## src/rtl/core/mmn_pkg.sv

```systemverilog
package mmn_pkg;

  // Output level width and the top display level
  localparam int unsigned LEVEL_BITS = 8;
  localparam logic [LEVEL_BITS-1:0] LEVEL_MAX = 8'd255;
  localparam logic [LEVEL_BITS-1:0] LEVEL_MIN = 8'd0;

  // Request codes carried on in_req_type
  localparam logic REQ_MEASURE = 1'b0;
  localparam logic REQ_CONVERT = 1'b1;

  // Status of one pass through the shared subtractor
  typedef struct packed {
    logic borrow;  // a < b
    logic zero;    // a == b
  } sub_flags_t;

endpackage

```

## src/rtl/core/mmn_sub.sv

```systemverilog
module mmn_sub
  import mmn_pkg::*;
#(
  parameter int unsigned WIDTH = 40
) (
  input  logic [WIDTH-1:0] a,
  input  logic [WIDTH-1:0] b,
  output logic [WIDTH-1:0] diff,
  output sub_flags_t       flags
);

  logic [WIDTH:0] full;

  // Unsigned subtract; the extra top bit is the borrow
  assign full         = {1'b0, a} - {1'b0, b};
  assign diff         = full[WIDTH-1:0];
  assign flags.borrow = full[WIDTH];
  assign flags.zero   = (full == '0);

endmodule

```

## src/rtl/core/minmax_normalize_to_byte.sv

```systemverilog
// Min-max contrast stretch of raw samples to 8-bit display levels.
// Input: in_req_type, in_sample, in_first, taken on a rising edge with
// start high and busy low. A measure item (in_req_type 0) widens the
// running bounds; with in_first set it restarts them from the sample.
// A convert item (in_req_type 1) returns one result on out_level and
// out_flat, marked by a one-cycle out_valid strobe; the receiver takes
// it in that cycle and cannot stall it.
// The sequence of states is set by the single shared subtractor that does
// every compare, the 255x scaling and the restoring divide:
//   measure with in_first: busy stays low, no compare states
//   measure without in_first: busy for a low compare, then a high compare
//   convert: the range check ends a flat range, the offset check a sample
//   at or under the low bound, the top check one at or over the high bound;
//   else range, offset, top check, scale, 8 divide steps.
// busy drops in the strobe cycle, so a new item may transfer then.
// cfg_we/cfg_wdata write byte_mode (bounds fixed at 0 and 255 for
// converts). Reset clears byte_mode and both bounds to zero.
module minmax_normalize_to_byte
  import mmn_pkg::*;
#(
  parameter int unsigned SAMPLE_BITS = 32
) (
  input  logic                  clk,
  input  logic                  rst_n,
  input  logic                  cfg_we,
  input  logic                  cfg_wdata,
  input  logic                  start,
  output logic                  busy,
  input  logic                  in_req_type,
  input  logic signed [31:0]    in_sample,
  input  logic                  in_first,
  output logic                  out_valid,
  output logic [LEVEL_BITS-1:0] out_level,
  output logic                  out_flat
);

  localparam int unsigned W  = SAMPLE_BITS;
  localparam int unsigned SW = SAMPLE_BITS + LEVEL_BITS;
  localparam int unsigned STEP_BITS = $clog2(LEVEL_BITS);
  localparam logic [W-1:0] SIGN_MASK = {1'b1, {(W-1){1'b0}}};
  localparam logic [W-1:0] BYTE_LO   = SIGN_MASK;
  localparam logic [W-1:0] BYTE_HI   = W'(255) ^ SIGN_MASK;

  typedef enum logic [2:0] {
    ST_IDLE,
    ST_MEAS_LO,
    ST_MEAS_HI,
    ST_RANGE,
    ST_NUM,
    ST_TOP,
    ST_SCALE,
    ST_DIV
  } state_t;

  state_t                state_r;
  logic                  byte_mode_r;
  logic [W-1:0]          low_ord_r;
  logic [W-1:0]          high_ord_r;
  logic [W-1:0]          os_r;
  logic [W-1:0]          cmp_lo_r;
  logic [W-1:0]          cmp_hi_r;
  logic [W-1:0]          num_r;
  logic [SW-1:0]         rem_r;
  logic [SW-1:0]         dshift_r;
  logic [LEVEL_BITS-1:0] q_r;
  logic [STEP_BITS-1:0]  step_r;
  logic                  out_valid_r;
  logic [LEVEL_BITS-1:0] out_level_r;
  logic                  out_flat_r;

  logic [63:0]   sample_ext;
  logic [W-1:0]  sample_ord;
  logic          take;
  logic [SW-1:0] sub_a;
  logic [SW-1:0] sub_b;
  logic [SW-1:0] sub_diff;
  sub_flags_t    sub_flags;

  // Sign-extend, keep SAMPLE_BITS, flip the sign bit so unsigned order works
  assign sample_ext = {{32{in_sample[31]}}, in_sample};
  assign sample_ord = sample_ext[W-1:0] ^ SIGN_MASK;
  assign take       = start && !busy;

  // Route operands into the shared subtractor
  always_comb begin
    sub_a = '0;
    sub_b = '0;
    unique case (state_r)
      ST_MEAS_LO: begin
        sub_a = {{LEVEL_BITS{1'b0}}, os_r};
        sub_b = {{LEVEL_BITS{1'b0}}, low_ord_r};
      end
      ST_MEAS_HI: begin
        sub_a = {{LEVEL_BITS{1'b0}}, high_ord_r};
        sub_b = {{LEVEL_BITS{1'b0}}, os_r};
      end
      ST_RANGE: begin
        sub_a = {{LEVEL_BITS{1'b0}}, cmp_hi_r};
        sub_b = {{LEVEL_BITS{1'b0}}, cmp_lo_r};
      end
      ST_NUM: begin
        sub_a = {{LEVEL_BITS{1'b0}}, os_r};
        sub_b = {{LEVEL_BITS{1'b0}}, cmp_lo_r};
      end
      ST_TOP: begin
        sub_a = {{LEVEL_BITS{1'b0}}, os_r};
        sub_b = {{LEVEL_BITS{1'b0}}, cmp_hi_r};
      end
      ST_SCALE: begin
        sub_a = {num_r, {LEVEL_BITS{1'b0}}};
        sub_b = {{LEVEL_BITS{1'b0}}, num_r};
      end
      ST_DIV: begin
        sub_a = rem_r;
        sub_b = dshift_r;
      end
      default: begin
        sub_a = '0;
        sub_b = '0;
      end
    endcase
  end

  mmn_sub #(
    .WIDTH (SW)
  ) u_sub (
    .a     (sub_a),
    .b     (sub_b),
    .diff  (sub_diff),
    .flags (sub_flags)
  );

  // Sequencer, bounds and result registers
  always_ff @(posedge clk) begin
    if (!rst_n) begin
      state_r     <= ST_IDLE;
      byte_mode_r <= 1'b0;
      low_ord_r   <= SIGN_MASK;
      high_ord_r  <= SIGN_MASK;
      out_valid_r <= 1'b0;
    end else begin
      out_valid_r <= 1'b0;
      if (cfg_we) begin
        byte_mode_r <= cfg_wdata;
      end
      unique case (state_r)
        ST_IDLE: begin
          if (take) begin
            os_r <= sample_ord;
            if (in_req_type == REQ_CONVERT) begin
              cmp_lo_r <= byte_mode_r ? BYTE_LO : low_ord_r;
              cmp_hi_r <= byte_mode_r ? BYTE_HI : high_ord_r;
              state_r  <= ST_RANGE;
            end else if (in_first) begin
              low_ord_r  <= sample_ord;
              high_ord_r <= sample_ord;
            end else begin
              state_r <= ST_MEAS_LO;
            end
          end
        end
        ST_MEAS_LO: begin
          // Sample below the running minimum
          if (sub_flags.borrow) begin
            low_ord_r <= os_r;
          end
          state_r <= ST_MEAS_HI;
        end
        ST_MEAS_HI: begin
          // Running maximum below the sample
          if (sub_flags.borrow) begin
            high_ord_r <= os_r;
          end
          state_r <= ST_IDLE;
        end
        ST_RANGE: begin
          // Flat range ends the item at once
          dshift_r <= {1'b0, sub_diff[W-1:0], {(LEVEL_BITS-1){1'b0}}};
          if (sub_flags.zero) begin
            out_valid_r <= 1'b1;
            out_level_r <= LEVEL_MIN;
            out_flat_r  <= 1'b1;
            state_r     <= ST_IDLE;
          end else begin
            state_r <= ST_NUM;
          end
        end
        ST_NUM: begin
          // Sample at or under the low bound clamps to zero
          num_r <= sub_diff[W-1:0];
          if (sub_flags.borrow || sub_flags.zero) begin
            out_valid_r <= 1'b1;
            out_level_r <= LEVEL_MIN;
            out_flat_r  <= 1'b0;
            state_r     <= ST_IDLE;
          end else begin
            state_r <= ST_TOP;
          end
        end
        ST_TOP: begin
          // Sample at or over the high bound clamps to full scale
          if (!sub_flags.borrow) begin
            out_valid_r <= 1'b1;
            out_level_r <= LEVEL_MAX;
            out_flat_r  <= 1'b0;
            state_r     <= ST_IDLE;
          end else begin
            state_r <= ST_SCALE;
          end
        end
        ST_SCALE: begin
          // 255 * num as (num << 8) - num
          rem_r   <= sub_diff;
          q_r     <= '0;
          step_r  <= STEP_BITS'(LEVEL_BITS - 1);
          state_r <= ST_DIV;
        end
        ST_DIV: begin
          // One restoring divide step per cycle, quotient MSB first
          if (!sub_flags.borrow) begin
            rem_r <= sub_diff;
          end
          q_r      <= {q_r[LEVEL_BITS-2:0], !sub_flags.borrow};
          dshift_r <= dshift_r >> 1;
          step_r   <= step_r - 1'b1;
          if (step_r == '0) begin
            out_valid_r <= 1'b1;
            out_level_r <= {q_r[LEVEL_BITS-2:0], !sub_flags.borrow};
            out_flat_r  <= 1'b0;
            state_r     <= ST_IDLE;
          end
        end
        default: begin
          state_r <= ST_IDLE;
        end
      endcase
    end
  end

  assign busy      = (state_r != ST_IDLE);
  assign out_valid = out_valid_r;
  assign out_level = out_level_r;
  assign out_flat  = out_flat_r;

  // A result strobe only appears once the sequencer is back in idle
  a_strobe_idle: assert property (@(posedge clk) disable iff (!rst_n)
    out_valid |-> !busy)
    else $error("result strobe while sequencer busy");

  // A flat range always reports level zero
  a_flat_level: assert property (@(posedge clk) disable iff (!rst_n)
    (out_valid && out_flat) |-> (out_level == LEVEL_MIN))
    else $error("flat result with nonzero level");

  // A convert transfer always starts the sequencer
  a_convert_busy: assert property (@(posedge clk) disable iff (!rst_n)
    (take && in_req_type == REQ_CONVERT) |=> busy)
    else $error("convert transfer did not start sequencer");

  // Each strobe lasts one cycle
  a_strobe_single: assert property (@(posedge clk) disable iff (!rst_n)
    out_valid |=> !out_valid)
    else $error("result strobe held for two cycles");

  // Tracked bounds never cross
  a_bounds_order: assert property (@(posedge clk) disable iff (!rst_n)
    !(high_ord_r < low_ord_r))
    else $error("high bound below low bound");

endmodule

```

## config.mk

```make
export PLATFORM = sky130hd
export DESIGN_NAME = minmax_normalize_to_byte
export DESIGN_NICKNAME = d
export VERILOG_FILES = /design/src/rtl/core/mmn_pkg.sv /design/src/rtl/core/mmn_sub.sv /design/src/rtl/core/minmax_normalize_to_byte.sv
export SDC_FILE = /design/constraint.sdc
export NUM_CORES = 1
export LEC_CHECK = 0
export ABC_AREA = 1
export BUFFER_PORTS_ARGS = -buffer_cell sky130_fd_sc_hd__clkbuf_2
export CAP_MARGIN = 20
export CORE_ASPECT_RATIO = 0.9
export CORE_UTILIZATION = 31
export DETAILED_ROUTE_END_ITERATION = 6
export GPL_TIMING_DRIVEN = 0
export PLACE_DENSITY = 0.43
export SYNTH_ARGS = -nofsm -noshare
export SYNTH_HDL_FRONTEND = slang
export SYNTH_SLANG_ARGS = --single-unit
export TNS_END_PERCENT = 1
```

## constraint.sdc

```tcl
create_clock -name clk -period 10.7 [get_ports clk]
set_clock_uncertainty 0.1 [all_clocks]
set_input_delay 0 -clock clk [delete_from_list [all_inputs] [get_ports clk]]
set_output_delay 0 -clock clk [all_outputs]
set_load 0.1 [all_outputs]
```

==> tab_implementation.tex <==
\begin{tabular}{lr}
\hline
Metric & Value \\
\hline
\multicolumn{2}{l}{\textbf{Outcome}} \\
Run status & completed \\
\multicolumn{2}{l}{\textbf{Clock network}} \\
TritonCTS clock tree & built \\
Number of CTS-inserted buffers & 36 \\
Clock latency reported for the late side of the worst-skew pair & 0.56 ns \\
Clock-pin slew reported for the worst setup and hold paths after clock tree synthesis & about 0.060 ns \\
Buffer cell driving the clock tree root & clkbuf\_16 \\
Number of gates resized after cts & 0 \\
\# clock sinks & 295 \\
Number of buffers between clock root and the deepest sink & 3 \\
\# H-tree levels & 2 \\
\multicolumn{2}{l}{\textbf{Detailed routing}} \\
Detailed router's first-iteration violation count & 1404 \\
Via-to-Cell Ratio & 5.10 \\
DRC violations left & 0 \\
Antenna-violating nets left & 0 \\
WL/cell & 23.1 um \\
Via count & 14500 \\
Wire length reported by the detailed router & 65.6 mm \\
Number of detailed-route iterations in the first pass & 6 \\
\multicolumn{2}{l}{\textbf{Setup path}} \\
Worst EP required & 10.77 ns \\
Maximum single-stage delay on the critical path & just under 0.7 ns \\
Kind of launch point of the worst setup path & register \\
Setup crit end kind & register \\
Classification of the worst setup path & reg2reg \\
Standard cell with the maximum stage delay on the critical path & nor3\_2 \\
WP data arrival & roughly 6.6 ns \\
Cell with the most instances on the worst path & nand2\_1 \\
Critical Path Fanout Max & 10 \\
\multicolumn{2}{l}{\textbf{Synthesis}} \\
Ys async rst share & 0\% \\
Largest cells by area after synthesis & edfxtp\_1, nand2\_1, dfxtp\_1 \\
Avg Cell Area, Syn & $\sim$8 sq um \\
Share of the synthesized area in the top cell type & about 42\% \\
Share of synthesized area occupied by flip-flops and latches & 51.0\% \\
Number of enable flip-flop cells after synthesis & 226 \\
Number of nets in the synthesized netlist & about 2100 \\
Most common cell in the synthesized netlist & nand2\_1 \\
Syn. warnings & 0 \\
Synth Flop Type & edfxtp\_1 \\
Post-synth top cells & nand2\_1, inv\_1, edfxtp\_1 \\
Post-synth top area cell & edfxtp\_1 \\
Post-Synthesis Cell Area & between 0.015 and 0.02 sq mm \\
Count of unique library cells instantiated by Yosys & between 40 and 50 \\
Flops \& latches, synth & approximately 300 \\
Number of instances in the synthesized netlist & 1985 \\
\multicolumn{2}{l}{\textbf{Die}} \\
Number of cell rows & 78 \\
Effective utilization at floorplan & 31.6\% \\
Placeable Area & just over 0.05 sq mm \\
Area enclosed by the die boundary & 0.0526 sq mm \\
Width of the die & 242 um \\
Die height & 218 um \\
Io pins & 50 \\
\multicolumn{2}{l}{\textbf{Timing}} \\
Final Hold Fails & 0 \\
Setup violators final & 0 \\
Max Slew Vio Count & 0 \\
Actual slew at the worst max-slew pin & roughly 1.2 ns \\
Slew headroom & roughly 17\% \\
Share of the cycle needed by the critical path after routing & 61.2\% \\
Minimum clock period after layout & around 6.6 ns \\
Unrepaired setup endpoints after global routing & false \\
Setup tns final & 0 ns \\
Highest attainable clock frequency & $\sim$150 MHz \\
\multicolumn{2}{l}{\textbf{Min path}} \\
Hold crit path type & in2reg \\
\multicolumn{2}{l}{\textbf{Place}} \\
HPWL Detailed & 53.1 mm \\
PortBufs & 49 \\
Final RePlAce weighted congestion & 0.915 \\
\multicolumn{2}{l}{\textbf{Global routing}} \\
First-pass GRT wire length & between 90 and 100 mm \\
Grt total ovfl & 0 \\
GRT Total Usage & 25.1\% \\
Vias in the first global route & between 10000 and 15000 \\
Largest net degree at the start of global routing & 31 \\
Number of antenna violations at the first check in global routing & 2 \\
\multicolumn{2}{l}{\textbf{Finish}} \\
Number of nets in the final layout & approximately 2200 \\
Fraction of final layout cells with drive strength greater than 1 & about 7\% \\
Layout Area Growth over Synthesis & 17.8\% \\
\multicolumn{2}{l}{\textbf{Run}} \\
Max-cap check violation count & 0 \\
\hline
\end{tabular}
[critical path, delay by kind of cell, from the launching register on]
kind	cells	cell delay (ns)
adders and majority gates	2	0.62
and+or+nand+nor	21	3.42
DFF	1	0.32
AOI/OAI and AO/OA	2	0.23
buffers and inverters	4	1.45
[worst paths after layout]
check / endpoint / slack, ns / cells after the start / start
worst max-delay path: out_level[6] / 4.15 / 29 / state_r[1]
worst min-delay path: os_r[15] / 0.10 / 2 / in_sample[15]
worst max register to register: out_level[6] / 4.15 / 29 / state_r[1]
worst min register to register: high_ord_r[10] / 0.39 / 2 / high_ord_r[10]
[timing repair]
action / CTS / global route
hold endpoints to repair: 114 / 0
hold buffers: 40 / 0
setup buffers: 0 / 0
[cell usage in the layout, fill, tap and decap left out, types with 6 or more instances in the layout]
cell type	instances
a2111oi_0	10
a211oi_1	28
a21oi_1	45
a221oi_1	14
a22oi_1	14
a31oi_1	58
buf_2	10
buf_4	12
buf_6	6
clkbuf_1	61
clkbuf_16	36
clkbuf_2	49
clkinv_1	11
clkinv_2	6
dfxtp_1	69
dlygate4sd3_1	40
edfxtp_1	226
ha_1	41
inv_1	301
nand2_1	625
nand3_1	63
nand3b_1	10
nand4_1	19
nor2_1	179
nor3_1	10
o2111ai_1	16
o211ai_1	9
o21ai_0	90
o21ai_1	39
o221ai_1	7
[final cells by class]
cell class,instances,area (sq um)
Inverter,307,1150
Buffer,73,315
Timing Repair Buffer,106,827
Tap cell,680,851
Clock buffer,41,930
Fill cell,5307,31800
Antenna cell,1,2.50
Multi-Input combinational cell,1310,6420
Clock inverter,22,205
Sequential cell,295,8170
[registers in the layout, indices dropped and copies added, names as in the netlist, 3 cells and up]
| signal | count |
|---|---|
| num_r | 32 |
| out_level | 8 |
| low_ord_r | 32 |
| high_ord_r | 32 |
| dshift_r | 39 |
| state_r | 3 |
| step_r | 3 |
| rem_r | 40 |
| q_r | 7 |
| cmp_lo_r | 32 |
| cmp_hi_r | 32 |
| os_r | 32 |
[stage by stage]
stage	cells	setup WS, ns	instance area [sq um]	utilization [%]	hold slack, ns
floorplan	1985	2.53	16000	-	-0.00113
global placement	2714	-1.44	17100	33.8	0.124
detailed placement	2730	4.25	17300	34.2	0.124
CTS	2833	4.23	18900	37.2	0.0838
global route	2834	3.57	18900	37.2	0.100
finish	2835	4.15	18900	37.3	0.102
[cells by family after synthesis]
logic type	count (synthesis)	share of synthesized area [%]
AOI/OAI and AO/OA	344	13.3
buffers and inverters	380	9.17
and+or+nand+nor	922	23.1
adders and majority gates	42	3.33
xor gates and xnor gates	2	0.109
DFF	295	51.0
[per-layer routing]
layer	GRT usage [%]	routed length (um)
met1	34.2	30100
met2	40.5	29300
met3	3.68	3910
met4	9.15	2250
met5	0	0
Power is left out: the tool's default activity adds up to more than one toggle a clock period on the data nets, which glitch-free logic cannot reach.
